$ cat src/sv/plh_pkg.sv
// ----------------------------------------------------------------------------
// plh_pkg
// Shared types, sizes and helpers for the per-key log2 histogram block.
// ----------------------------------------------------------------------------
`default_nettype none

package plh_pkg;

    // table sizes
    localparam int NUM_KEYS = 1024;
    localparam int NUM_BINS = 15;

    // field widths
    localparam int ID_W    = 32;
    localparam int CNT_W   = 64;
    localparam int BCNT_W  = 32;
    localparam int KEY_W   = (NUM_KEYS > 1) ? $clog2(NUM_KEYS) : 1;
    localparam int USED_W  = KEY_W + 1;
    localparam int BIN_W   = $clog2(NUM_BINS);
    localparam int CTR_DEPTH = NUM_KEYS * NUM_BINS;
    localparam int CTR_AW  = $clog2(CTR_DEPTH);

    // configuration port
    localparam int CFG_IDX_W  = 2;
    localparam int CFG_DATA_W = 32;
    localparam logic [CFG_IDX_W-1:0] CFG_FILTER_ENABLE = 2'd0;
    localparam logic [CFG_IDX_W-1:0] CFG_TARGET_ID     = 2'd1;

    // queue between front and back
    localparam int QDEPTH = 2;
    localparam int QPTR_W = 1;
    localparam int QCNT_W = $clog2(QDEPTH + 1);

    typedef enum logic [1:0] {
        STAT_COUNTED  = 2'd0,
        STAT_NEGATIVE = 2'd1,
        STAT_FILTERED = 2'd2,
        STAT_FULL     = 2'd3
    } status_t;

    typedef enum logic [2:0] {
        BK_IDLE,
        BK_SCAN,
        BK_CLEAR,
        BK_READ,
        BK_UPDATE
    } back_state_t;

    // classified item handed from front to back
    typedef struct packed {
        status_t             kind;
        logic [ID_W-1:0]     id;
        logic [BIN_W-1:0]    bin;
    } item_t;

    // one result toward the output ports
    typedef struct packed {
        logic                done;
        status_t             status;
        logic [KEY_W-1:0]    entry;
        logic [BIN_W-1:0]    bin;
        logic [BCNT_W-1:0]   count;
    } result_t;

    // floor(log2(v)) clamped to the last bin; zero goes to bin 0
    function automatic logic [BIN_W-1:0] bin_of(input logic [CNT_W-1:0] v);
        logic [BIN_W-1:0] r;
        r = '0;
        if ((v >> (NUM_BINS - 1)) != '0) begin
            r = BIN_W'(NUM_BINS - 1);
        end
        else begin
            for (int i = 1; i < NUM_BINS - 1; i++) begin
                if (v[i]) begin
                    r = BIN_W'(i);
                end
            end
        end
        return r;
    endfunction

endpackage

`default_nettype wire

$ cat src/sv/plh_queue.sv
// ----------------------------------------------------------------------------
// plh_queue
// Short FIFO of classified items between the front and the back.
// ----------------------------------------------------------------------------
`default_nettype none

module plh_queue import plh_pkg::*; (
    input  wire logic  clk,
    input  wire logic  rst_n,
    input  wire logic  push,
    input  wire item_t push_item,
    input  wire logic  pop,
    output item_t      pop_item,
    output logic       full,
    output logic       empty
);

    item_t             slot_reg [QDEPTH];
    logic [QPTR_W-1:0] wr_ptr_reg;
    logic [QPTR_W-1:0] rd_ptr_reg;
    logic [QCNT_W-1:0] fill_reg;

    assign full     = (fill_reg == QCNT_W'(QDEPTH));
    assign empty    = (fill_reg == '0);
    assign pop_item = slot_reg[rd_ptr_reg];

    // pointers and fill level
    always_ff @(posedge clk or negedge rst_n)
    begin
        if (!rst_n)
        begin
            wr_ptr_reg <= '0;
            rd_ptr_reg <= '0;
            fill_reg   <= '0;
        end
        else
        begin
            if (push)
            begin
                wr_ptr_reg <= QPTR_W'((int'(wr_ptr_reg) + 1) % QDEPTH);
            end
            if (pop)
            begin
                rd_ptr_reg <= QPTR_W'((int'(rd_ptr_reg) + 1) % QDEPTH);
            end
            if (push && !pop)
            begin
                fill_reg <= fill_reg + 1'b1;
            end
            else if (pop && !push)
            begin
                fill_reg <= fill_reg - 1'b1;
            end
        end
    end

    // payload slots
    always_ff @(posedge clk)
    begin
        if (push)
        begin
            slot_reg[wr_ptr_reg] <= push_item;
        end
    end

endmodule

`default_nettype wire

$ cat config.mk
export PLATFORM = sky130hd
export DESIGN_NAME = plh_queue
export DESIGN_NICKNAME = d
export VERILOG_FILES = /design/src/sv/plh_pkg.sv /design/src/sv/plh_queue.sv
export SDC_FILE = /design/constraint.sdc
export NUM_CORES = 1
export LEC_CHECK = 0
export ABC_AREA = 1
export BUFFER_PORTS_ARGS = -buffer_cell sky130_fd_sc_hd__buf_2
export CORE_MARGIN = 1
export CORE_UTILIZATION = 40
export CTS_BUF_LIST = sky130_fd_sc_hd__clkbuf_4 sky130_fd_sc_hd__clkbuf_8
export CTS_CLUSTER_DIAMETER = 100
export DETAILED_ROUTE_END_ITERATION = 6
export GPL_TIMING_DRIVEN = 0
export PLACE_DENSITY = 0.67
export SYNTH_ARGS = -nofsm -noshare
export SYNTH_HDL_FRONTEND = slang
export SYNTH_SLANG_ARGS = --single-unit
$ cat constraint.sdc
create_clock -name clk -period 3.5 [get_ports clk]
set_input_delay 0.35 -clock clk [delete_from_list [all_inputs] [get_ports clk]]
set_output_delay 0.35 -clock clk [all_outputs]
set_load 0.1 [all_outputs]
==> impl_metrics.yaml <==
clocking:
  clkSinkCount: 80
  cts_buffers: 9
  h-tree-depth: 3
  cts_tree: "yes"
  cts_root_buf: "clkbuf_8"
  cts_setup_buffers: 0
  clkTransAtPathRegs_ps: 80
  clk_latency_ps: 330
  cts_buffer_depth: 2
logic_synthesis:
  muxShareOfSynthArea_pct: 15.5
  synth_top_area_share_pct: 76.2
  synth_common_cells: "edfxtp_1 (76), mux2_2 (28), mux2_4 (10)"
  syn-cell-area_um2: 3000
  synth_ff_type: "edfxtp_1"
  synth_cell_type_count: 15
  yosys.area_share.simple_pct: 1.38
  synthXorXnorAreaFrac_pct: 0.877
  ys_ff_latch: 80
  synth_top_family_by_area: "multiplexers"
  syn_nets: 186
  synth_most_common_cell: "edfxtp_1"
  synth_edf_count: 76
  ys_warn_count: 0
  synth_fa_ha_area_share_pct: 0.418
  synth_compound_area_share_pct: 0
  syn_avg_cell_area_um2: 20.9
  synthCells: 143
  synth_area_leaders: "edfxtp_1 (76%), mux2_2 (11%), mux2_4 (5.0%)"
  seq_area_frac_synth_pct: 79.5
  synth.largest_area_cell: "edfxtp_1"
  synthArstFlopShare_pct: 5.00
timing:
  hold_viol: 0
  clock_skew_ps: 3.32
  tightest_slew_ps: 849
  max_slew_margin_pct: 43.3
  rsz0062_at_grt: "false"
  finalSetupViolCount: 0
  period_share_pct: 57.5
  final.setup.worst_slack_ps: 1490
  fmax_mhz: 497
  finalCriticalPeriod_ps: 2010
  finalMaxSlewViolations: 0
floorplan:
  die_w_um: 88.5
  core_um2: 7250
  fp-row-count: 31
  start_util_pct: 41.3
  io_pins: 82
  die_area_um2: 7840
  die_height_um: 88.5
placed_design:
  portBuffers: 81
  gp_congestion: 0.698
  hpwl_um: 3300
  pre_cts_ws_ps: 1830
outcome:
  status: "completed"
critical_path:
  r2r.worst_path.cells: 2
  worstPathMaxFanout: 10
  crit_family: "buffers and inverters"
  crit_type: "reg2out"
  crit_buf_inv: 3
  critical_path_required_ps: 3150
  cp-end-kind: "output pin"
  crit_path_max_incr_delay_ps: 410
  cpMaxStageDelayCell: "buf_2"
  path_cells: "buf_6, buf_8, mux2_4, buf_2"
  start_kind: "flop"
  arrival_ps: 1660
  path_depth: 4
drt:
  first_pass_iters: 3
  wl_per_cell_um: 14.3
  wl_um: 4870
  drtIter0Drc: 57
  antenna_left: 0
  routed_via_density: 4.52
  drc: 0
  vias: 1541
cells_and_area:
  syn2layout_area_growth_pct: 25.4
  diodes: 0
  final_net_count: 280
  n_fill_cell: 636
  layout-drive-gt1-share_pct: 58.3
  largest_reg_flops: 76
job:
  cap_violations: 0
grt:
  grt_max_degree: 39
  grt_usage_pct: 13.6
  grt_antenna_before_repair: 0
  first_global_vias: 1572
  grt_pass1_wl_um: 7460
  grt-ovfl-total: 0
worst_hold_path:
  min_path_type: "in2reg"
  holdPathStages: 1
[worst register-to-register path, delay by kind of cell, from the launching register on]
family                 cells  cell delay [ps]
and+or+nand+nor            1               90
DFF                        1              420
buffers and inverters      1              620
[path summary, 6_finish.rpt]
check,end,slack (ps),from
worst max-delay path,pop_item[0],1490,rd_ptr_reg
worst min-delay path,slot_reg[1][33],200,push_item[33]
worst max register to register,slot_reg[1][2],1980,wr_ptr_reg
worst min register to register,fill_reg[1],510,fill_reg[1]
max in group asynchronous,rd_ptr_reg,3040,rst_n
min in group asynchronous,fill_reg[1],340,rst_n
[layer usage]
metal	up-vias	GRT usage [%]	routed length (um)
met5	-	0	0
li1	735	-	-
met3	7	4.66	211
met4	0	7.04	93
met2	48	23.1	2490
met1	751	15.3	2080
[cells in the final DEF, fill, tap and decap left out]
cell,count
buf_2,81
edfxtp_1,76
mux2_2,28
mux2_4,10
clkbuf_8,9
inv_1,6
nand2_1,5
clkinv_2,4
dfrtp_1,4
buf_4,2
nor2_1,2
xor2_1,2
buf_6,1
buf_8,1
inv_2,1
nor2_4,1
xnor2_1,1
nand3_1,1
nand4_1,1
ha_1,1
clkinv_1,1
clkinv_4,1
bufinv_16,1
dlygate4sd3_1,1
buf_16,1
[what timing repair did]
item                      CTS  global route
resized for setup           0             0
hold endpoints to repair    4             0
hold buffers                1             0
[through the flow]
stage / hold WS, ps / setup TNS [ps] / instances / instance area [um^2] / utilization (%)
after global placement: 161 / -4400 / 323 / 3520 / 48.6
after detailed placement: 166 / 0 / 324 / 3560 / 49.1
after global routing: 170 / 0 / 341 / 3760 / 51.8
final: 198 / 0 / 341 / 3760 / 51.8
after floorplan: 54.4 / 0 / 143 / 3000 / -
after CTS: 179 / 0 / 341 / 3760 / 51.8
[final cells by class]
type / instances / area (um^2) / area share, %
multi-input cells: 52 / 553 / 14.7
repair buffers: 83 / 443 / 11.8
flip-flops and latches: 80 / 2380 / 63.4
clock buffers: 9 / 124 / 3.30
well taps: 99 / 124 / 3.30
clock inverters: 7 / 62.6 / 1.67
inverters: 7 / 26.3 / 0.700
plain buffers: 4 / 41.3 / 1.10
[cell families after synthesis]
kind of cell  after synthesis
xor+xnor                    3
simple gates               10
mux                        38
buf+inv                    11
flops                      80
fa+ha+maj                   1
Power is left out: the tool's default activity adds up to more than one toggle a clock period on the data nets, which glitch-free logic cannot reach.
