<file path="config.mk">
export PLATFORM = sky130hd
export DESIGN_NAME = plh_front
export DESIGN_NICKNAME = d
export VERILOG_FILES = /design/src/sv/plh_pkg.sv /design/src/sv/plh_front.sv
export SDC_FILE = /design/constraint.sdc
export NUM_CORES = 1
export LEC_CHECK = 0
export BUFFER_PORTS_ARGS = -buffer_cell sky130_fd_sc_hd__buf_2
export CAP_MARGIN = 20
export CORE_UTILIZATION = 25
export DETAILED_ROUTE_END_ITERATION = 10
export GPL_TIMING_DRIVEN = 0
export PLACE_DENSITY = 0.65
export SETUP_SLACK_MARGIN = 0.15
export SYNTH_ARGS = -nofsm -noshare
export SYNTH_HDL_FRONTEND = slang
export SYNTH_SLANG_ARGS = --single-unit
</file>
<file path="constraint.sdc">
create_clock -name clk -period 2 [get_ports clk]
set_input_delay 0.4 -clock clk [delete_from_list [all_inputs] [get_ports clk]]
set_output_delay 0.4 -clock clk [all_outputs]
set_load 0.05 [all_outputs]
</file>
<file path="src/sv/plh_pkg.sv">
// ----------------------------------------------------------------------------
// plh_pkg
// Shared types, sizes and helpers for the per-key log2 histogram block.
// ----------------------------------------------------------------------------
`default_nettype none

package plh_pkg;

    // table sizes
    localparam int NUM_KEYS = 1024;
    localparam int NUM_BINS = 15;

    // field widths
    localparam int ID_W    = 32;
    localparam int CNT_W   = 64;
    localparam int BCNT_W  = 32;
    localparam int KEY_W   = (NUM_KEYS > 1) ? $clog2(NUM_KEYS) : 1;
    localparam int USED_W  = KEY_W + 1;
    localparam int BIN_W   = $clog2(NUM_BINS);
    localparam int CTR_DEPTH = NUM_KEYS * NUM_BINS;
    localparam int CTR_AW  = $clog2(CTR_DEPTH);

    // configuration port
    localparam int CFG_IDX_W  = 2;
    localparam int CFG_DATA_W = 32;
    localparam logic [CFG_IDX_W-1:0] CFG_FILTER_ENABLE = 2'd0;
    localparam logic [CFG_IDX_W-1:0] CFG_TARGET_ID     = 2'd1;

    // queue between front and back
    localparam int QDEPTH = 2;
    localparam int QPTR_W = 1;
    localparam int QCNT_W = $clog2(QDEPTH + 1);

    typedef enum logic [1:0] {
        STAT_COUNTED  = 2'd0,
        STAT_NEGATIVE = 2'd1,
        STAT_FILTERED = 2'd2,
        STAT_FULL     = 2'd3
    } status_t;

    typedef enum logic [2:0] {
        BK_IDLE,
        BK_SCAN,
        BK_CLEAR,
        BK_READ,
        BK_UPDATE
    } back_state_t;

    // classified item handed from front to back
    typedef struct packed {
        status_t             kind;
        logic [ID_W-1:0]     id;
        logic [BIN_W-1:0]    bin;
    } item_t;

    // one result toward the output ports
    typedef struct packed {
        logic                done;
        status_t             status;
        logic [KEY_W-1:0]    entry;
        logic [BIN_W-1:0]    bin;
        logic [BCNT_W-1:0]   count;
    } result_t;

    // floor(log2(v)) clamped to the last bin; zero goes to bin 0
    function automatic logic [BIN_W-1:0] bin_of(input logic [CNT_W-1:0] v);
        logic [BIN_W-1:0] r;
        r = '0;
        if ((v >> (NUM_BINS - 1)) != '0) begin
            r = BIN_W'(NUM_BINS - 1);
        end
        else begin
            for (int i = 1; i < NUM_BINS - 1; i++) begin
                if (v[i]) begin
                    r = BIN_W'(i);
                end
            end
        end
        return r;
    endfunction

endpackage

`default_nettype wire

</file>
<file path="src/sv/plh_front.sv">
// ----------------------------------------------------------------------------
// plh_front
// Configuration registers and item classification: sign test, id filter and
// log2 bin, ahead of the queue.
// ----------------------------------------------------------------------------
`default_nettype none

module plh_front import plh_pkg::*; (
    input  wire logic                  clk,
    input  wire logic                  rst_n,
    input  wire logic                  cfg_write,
    input  wire logic [CFG_IDX_W-1:0]  cfg_index,
    input  wire logic [CFG_DATA_W-1:0] cfg_data,
    input  wire logic                  start,
    input  wire logic [ID_W-1:0]       process_id,
    input  wire logic [CNT_W-1:0]      byte_count,
    input  wire logic                  q_full,
    output logic                       busy,
    output logic                       q_push,
    output item_t                      q_item
);

    logic            filter_enable_reg;
    logic [ID_W-1:0] target_id_reg;

    // configuration writes; unknown indexes are dropped
    always_ff @(posedge clk or negedge rst_n)
    begin
        if (!rst_n)
        begin
            filter_enable_reg <= 1'b0;
            target_id_reg     <= '0;
        end
        else if (cfg_write)
        begin
            case (cfg_index)
                CFG_FILTER_ENABLE: filter_enable_reg <= cfg_data[0];
                CFG_TARGET_ID:     target_id_reg     <= cfg_data[ID_W-1:0];
                default:           ;
            endcase
        end
    end

    // accept while the queue has room
    assign busy   = q_full;
    assign q_push = start && !q_full;

    // classify: negative first, then filter
    always_comb
    begin
        q_item.id  = process_id;
        q_item.bin = bin_of(byte_count);
        if (byte_count[CNT_W-1])
        begin
            q_item.kind = STAT_NEGATIVE;
        end
        else if (filter_enable_reg && (process_id != target_id_reg))
        begin
            q_item.kind = STAT_FILTERED;
        end
        else
        begin
            q_item.kind = STAT_COUNTED;
        end
    end

endmodule

`default_nettype wire

</file>
==> flow_summary.ini, run 1 <==
[timing]
fin_crit_ns = 2.03
worst_slew_pin_slew_ns = 0.747
grt_setup_unrepaired = yes
setup_total_negative_slack_ns = -0.0591
post-route-worst-setup-slack_ns = -0.0311
final_max_slew_viol_count = 0
maxClockFrequency_ghz = 0.492
finClkSkew_ns = 0
finalHoldViolCount = 0
fin_crit_sh_pct = 102
finalSetupViolCount = 2
timing.slew.headroom_pct = 50.2

[clocking]
tritoncts = done
clock_tree.root_cell = sky130_fd_sc_hd__clkbuf_8
clock-sinks = 33
insertion_delay_ns = 0.28
ctsHtreeMaxLevel = 2
tritoncts.num_buffers = 5
ctsLongestPathBuffers = 2
hold_buffers = 0
clk_transition_reported_paths_ns = 0.07

[drt]
drt_pre_antenna_iters = 4
post_drt_wl_per_cell_um = 13.0
drt_first_iter_violations = 20
remaining_drc_errors = 0
vias_per_cell = 4.39
wirelength_um = 6170
dr_vias = 2090
drtAntennaViolNets = 0

[logic_synthesis]
synth.net_count = 324
postSynthAreaPerCell_um2 = 11.1
ys_warn_count = 0
postSynthCellCount = 189
synth_area_um2 = 2100
yosysUniqueCellTypes = 25
synth_seq_area_share_pct = 39.4
synth_seq_cells = 33

[placement]
port_buffers = 173
post-dp-hpwl_um = 4950
globalplace.congestion = 0.751

[finish]
antenna_cells = 0
fillers = 807
area.growth.synth_to_final_pct = 64.7
post-route-util_pct = 42.2
largest_register_ffs = 32
finish.net_count = 505
drive_gt1_share_pct = 72.5

[floorplanning]
placementRows = 33
initial_utilization_pct = 25.6
die-area_um2 = 8750
die_height_um = 93.6
core_area_um2 = 8180
boundaryPins = 175
die_width_um = 93.6

[setup_path]
timing.critical_path.from_type = input pin
regToRegStartpoint = target_id_reg[26]
crit-reg2reg-capture = target_id_reg[26]
worstPathRequired_ns = 1.60
criticalPathCategory = input pin to output port
r2r_setup_slack_ns = 1.21
crit_arrival_ns = 1.63
critical_path.endpoint_type = output port
worst_r2r_path_depth = 1
critPathMaxFanout = 4

[global_route]
grt_pass1_wl_um = 9070
grt_start_max_net_pins = 34
antenna_violations_before_repair = 0
groute.usage.overall_pct = 13.8
overflow = 0
first_global_vias = 2005

[power]
power_leakage_nw = 1.65
total_power_mw = 2.14
worst_vdd_ir_mv = 0.452
netSwitchingFraction_pct = 33.0
p_seq_share_pct = 41.1
clkPwrFrac_pct = 23.2
powerDensity_nw_per_um2 = 621
internal_power_mw = 1.44
net-switching-power_mw = 0.706
p_comb_share_pct = 35.6

[flow_run]
cap_viol_max_count = 0

[worst_hold_path]
holdCritPathClass = input pin to asynchronous set/reset pin

[status]
status = finished, violations left
failed_checks = setup timing
critical path, stage by stage:
cell and delay, ns:
sky130_fd_sc_hd__buf_8 0.10, sky130_fd_sc_hd__nor4_4 0.28, sky130_fd_sc_hd__nand3_2 0.14, sky130_fd_sc_hd__nor4_4 0.28, sky130_fd_sc_hd__buf_6 0.16, sky130_fd_sc_hd__o21a_4 0.13
sky130_fd_sc_hd__buf_8 0.13
stage by stage:
stage | cells | setup slack, ns | cell area, um^2 | hold WS [ns]
after global placement | 467 | -0.336 | 3160 | 0.491
after floorplan | 189 | 0.0527 | 2160 | 0.104
after detailed placement | 467 | -0.309 | 3160 | 0.501
final | 476 | -0.0311 | 3450 | 0.170
after global routing | 476 | -0.126 | 3450 | 0.240
after CTS | 476 | -0.0230 | 3420 | 0.213
synthesized netlist by cell type:
library cell | count | area share, %
sky130_fd_sc_hd__a211oi_1 | 1 | 0.36
sky130_fd_sc_hd__a21o_1 | 2 | 0.72
sky130_fd_sc_hd__a21oi_1 | 1 | 0.24
sky130_fd_sc_hd__a221oi_1 | 1 | 0.42
sky130_fd_sc_hd__buf_2 | 3 | 0.72
sky130_fd_sc_hd__buf_4 | 34 | 12
sky130_fd_sc_hd__dfrtp_1 | 33 | 39
sky130_fd_sc_hd__inv_1 | 2 | 0.36
sky130_fd_sc_hd__mux2_2 | 33 | 18
sky130_fd_sc_hd__nand2_1 | 1 | 0.18
sky130_fd_sc_hd__nand2b_1 | 1 | 0.30
sky130_fd_sc_hd__nand3_1 | 3 | 0.72
sky130_fd_sc_hd__nand3b_1 | 1 | 0.36
sky130_fd_sc_hd__nand4_1 | 10 | 3.0
sky130_fd_sc_hd__nor2_1 | 6 | 1.1
sky130_fd_sc_hd__nor2b_1 | 2 | 0.60
sky130_fd_sc_hd__nor3b_1 | 1 | 0.36
sky130_fd_sc_hd__nor4_1 | 15 | 4.5
sky130_fd_sc_hd__nor4_2 | 1 | 0.60
sky130_fd_sc_hd__nor4_4 | 1 | 1.0
sky130_fd_sc_hd__o21a_1 | 1 | 0.36
sky130_fd_sc_hd__o21bai_1 | 1 | 0.36
sky130_fd_sc_hd__o31ai_1 | 2 | 0.72
sky130_fd_sc_hd__o41ai_1 | 1 | 0.42
sky130_fd_sc_hd__xnor2_1 | 32 | 13
power by group through the flow:
stage | registers [mW] | logic [mW] | clock network, mW
floorplan | 0.871 | 0.484 | 0
global placement | 0.885 | 0.722 | 0
detailed placement | 0.892 | 0.733 | 0
CTS | 0.882 | 0.769 | 0.516
global route | 0.898 | 0.825 | 0.548
finish | 0.881 | 0.763 | 0.498
cells in the final DEF, fill, tap and decap left out, types with 3 or more instances in the layout:
cell type	Yosys	layout
sky130_fd_sc_hd__nor4_4	1	7
sky130_fd_sc_hd__nor4_1	15	6
sky130_fd_sc_hd__clkbuf_8	0	5
sky130_fd_sc_hd__mux2_2	33	33
sky130_fd_sc_hd__nand3_2	0	3
sky130_fd_sc_hd__buf_2	3	160
sky130_fd_sc_hd__dfrtp_1	33	33
sky130_fd_sc_hd__nand4_1	10	10
sky130_fd_sc_hd__buf_6	0	14
sky130_fd_sc_hd__nor4_2	1	4
sky130_fd_sc_hd__nor2_1	6	6
sky130_fd_sc_hd__buf_4	34	35
sky130_fd_sc_hd__xnor2_1	32	30
worst max path at each step:
stage	startpoint	end	slack, ns	depth (start not counted)
floorplan	byte_count[52]	q_item[2]	0.05	4
global placement	byte_count[25]	q_item[0]	-0.34	6
detailed placement	byte_count[25]	q_item[0]	-0.31	6
CTS	target_id_reg[28]	q_item[37]	-0.02	5
global route	byte_count[44]	q_item[0]	-0.13	7
finish	byte_count[44]	q_item[0]	-0.03	7
final cells by class:
class	instances	area (um^2)	area share, %
clock inverters	2	10.0	0.290
flip-flops and latches	33	826	23.9
plain buffers	37	270	7.83
repair buffers	174	981	28.4
well taps	105	131	3.81
multi-input cells	117	1150	33.4
inverters	2	7.51	0.218
clock buffers	6	72.6	2.10
cells by family (layout without fill, tap and decap cells):
group                     Yosys count  count (layout)  synth area share, %
and+or+nand+nor                    42              42                 12.7
xor gates and xnor gates           32              32                 13.4
buffers and inverters              39             221                 13.3
muxes                              33              33                 17.7
DFF                                33              33                 39.4
AOI/OAI and AO/OA                  10              10                 3.58
routing by layer:
metal  track usage [%]  share of wire [%]
met1              13.9                 36
met5                 0                  0
met3              3.33                 11
met2              27.0                 52
met4              4.87                1.5
timing repair:
action	4_1_cts	5_1_grt
setup buffers	1	0
pin swaps	20	6
setup endpoints to repair	5	5
gates resized for setup	31	5
No activity file was read; power rests on OpenSTA's default activity.
==> inputs of run 2 (changes only) <==
--- a/config.mk
+++ b/config.mk
@@ -10,7 +10,7 @@
 export CORE_UTILIZATION = 25
 export DETAILED_ROUTE_END_ITERATION = 10
 export GPL_TIMING_DRIVEN = 0
-export PLACE_DENSITY = 0.65
+export PLACE_DENSITY = 0.67
 export SETUP_SLACK_MARGIN = 0.15
 export SYNTH_ARGS = -nofsm -noshare
 export SYNTH_HDL_FRONTEND = slang
==> constraint.sdc (replaced) <==
create_clock -name clk -period 1.7 [get_ports clk]
set_input_delay 0.34 -clock clk [delete_from_list [all_inputs] [get_ports clk]]
set_output_delay 0.34 -clock clk [all_outputs]
set_load 0.05 [all_outputs]
==> flow_summary.ini, run 2 (same netlist as run 1, synthesis figures left out) <==
[status]
status = finished, violations left
failed_checks = setup timing

[timing]
finalHoldViolCount = 0
fin_crit_ns = 1.97
worst_slew_pin_slew_ns = 0.756
grt_setup_unrepaired = yes
final_max_slew_viol_count = 0
finClkSkew_ns = 0
fin_crit_sh_pct = 116
post-route-worst-setup-slack_ns = -0.269
timing.slew.headroom_pct = 49.6
finalSetupViolCount = 5
maxClockFrequency_ghz = 0.508
setup_total_negative_slack_ns = -1.24

[clocking]
ctsHtreeMaxLevel = 2
clock-sinks = 33
ctsLongestPathBuffers = 2
insertion_delay_ns = 0.28
tritoncts.num_buffers = 5
tritoncts = done
clock_tree.root_cell = sky130_fd_sc_hd__clkbuf_8
clk_transition_reported_paths_ns = 0.07
hold_buffers = 0

[global_route]
first_global_vias = 2037
antenna_violations_before_repair = 0
groute.usage.overall_pct = 13.6
grt_start_max_net_pins = 34
grt_pass1_wl_um = 8990
overflow = 0

[drt]
wirelength_um = 6160
post_drt_wl_per_cell_um = 12.9
dr_vias = 2068
drt_pre_antenna_iters = 4
drtAntennaViolNets = 0
remaining_drc_errors = 0
drt_first_iter_violations = 29
vias_per_cell = 4.34

[placement]
globalplace.congestion = 0.673
post-dp-hpwl_um = 4910
place_area_um2 = 3160
port_buffers = 173
dp.cells = 467

[setup_path]
crit_path_cell_trace = buf_6, nor4_4, nand4_1, nor4_4, buf_6, o21a_4, buf_8
critPathTopFamily = simple AND/OR/NAND/NOR gates
critical-path-slowest-cell = sky130_fd_sc_hd__nor4_4
critPathMaxFanout = 4
crit_arrival_ns = 1.63
worstPathRequired_ns = 1.36
regToRegStartpoint = target_id_reg[26]
criticalPathCategory = input pin to output port
critical_path.endpoint_type = output port
worstSetupStartpoint = byte_count[31]
critPathMaxStageDelay_ns = 0.32
timing.critical_path.buf_inv = 3
timing.critical_path.from_type = input pin

[floorplanning]
die-area_um2 = 8750
placementRows = 33
die_width_um = 93.6
initial_utilization_pct = 25.6
die_height_um = 93.6
boundaryPins = 175
core_area_um2 = 8180

[power]
powerDensity_nw_per_um2 = 729
p_comb_share_pct = 35.6
net-switching-power_mw = 0.829
p_seq_share_pct = 41.1
worst_vdd_ir_mv = 0.407
internal_power_mw = 1.68
power_leakage_nw = 1.65
clkPwrFrac_pct = 23.3
netSwitchingFraction_pct = 33.1

[finish]
antenna_cells = 0
finish.net_count = 505
drive_gt1_share_pct = 73.0
design_area_um2 = 3440
mostFrequentLayoutCells = sky130_fd_sc_hd__buf_2 (166), sky130_fd_sc_hd__buf_4 (34), sky130_fd_sc_hd__mux2_2 (33), sky130_fd_sc_hd__dfrtp_1 (33), sky130_fd_sc_hd__xnor2_1 (31)
area.growth.synth_to_final_pct = 64.2
most_common_cell_after_layout_fill_and_taps_aside = sky130_fd_sc_hd__buf_2
finish.cell_count_without_fillers = 476
largest_register_ffs = 32

[flow_run]
cap_viol_max_count = 0

[worst_hold_path]
holdCritPathClass = input pin to asynchronous set/reset pin
==> run 2: routing by layer <==
layer | routed length [um] | global-route usage, %
met2 | 3430 | 28.4
met4 | 53 | 3.46
met1 | 2130 | 12.9
met5 | 0 | 0
met3 | 542 | 3.09
==> run 2: metrics by stage <==
step                utilization (%)  power, mW  hold slack (ns)  setup slack [ns]
finish                         42.1       2.51            0.122            -0.269
global route                   42.1       2.68            0.176            -0.403
CTS                            41.8       2.55            0.143            -0.321
detailed placement             38.7       1.91            0.458            -0.517
global placement               38.7       1.89            0.456            -0.517
floorplan                         -       1.60           0.0444            -0.127
==> run 2: final timing paths <==
check | to | slack (ns) | cells after the start
max | q_item[0] | -0.27 | 7
min | target_id_reg[11] | 0.12 | 1
max reg2reg | target_id_reg[26] | 0.92 | 1
min reg2reg | filter_enable_reg | 0.51 | 1
max in group asynchronous | filter_enable_reg | 1.10 | 1
min in group clk | target_id_reg[12] | 0.28 | 2
==> run 2: area by class of cell <==
| class | count | area, um^2 |
|---|---|---|
| clock inverter | 3 | 17.5 |
| sequential | 33 | 826 |
| clock buffer | 5 | 68.8 |
| tap | 105 | 131 |
| timing repair buffer | 174 | 947 |
| fill | 813 | 4730 |
| multi-input combinational | 117 | 1170 |
| inverter | 2 | 7.51 |
| buffer | 37 | 270 |
==> run 2: what timing repair did <==
action	4_1_cts	5_1_grt
resized for setup	29	4
cloned	0	0
endpoints found under the setup margin	5	5
pin swaps	11	6
buffers inserted	1	0
==> run 2: power groups by stage <==
stage | clock network (mW) | registers, mW | logic [mW]
detailed placement | 0 | 1.05 | 0.863
global route | 0.660 | 1.05 | 0.967
global placement | 0 | 1.04 | 0.848
CTS | 0.619 | 1.03 | 0.901
floorplan | 0 | 1.03 | 0.570
finish | 0.584 | 1.03 | 0.891
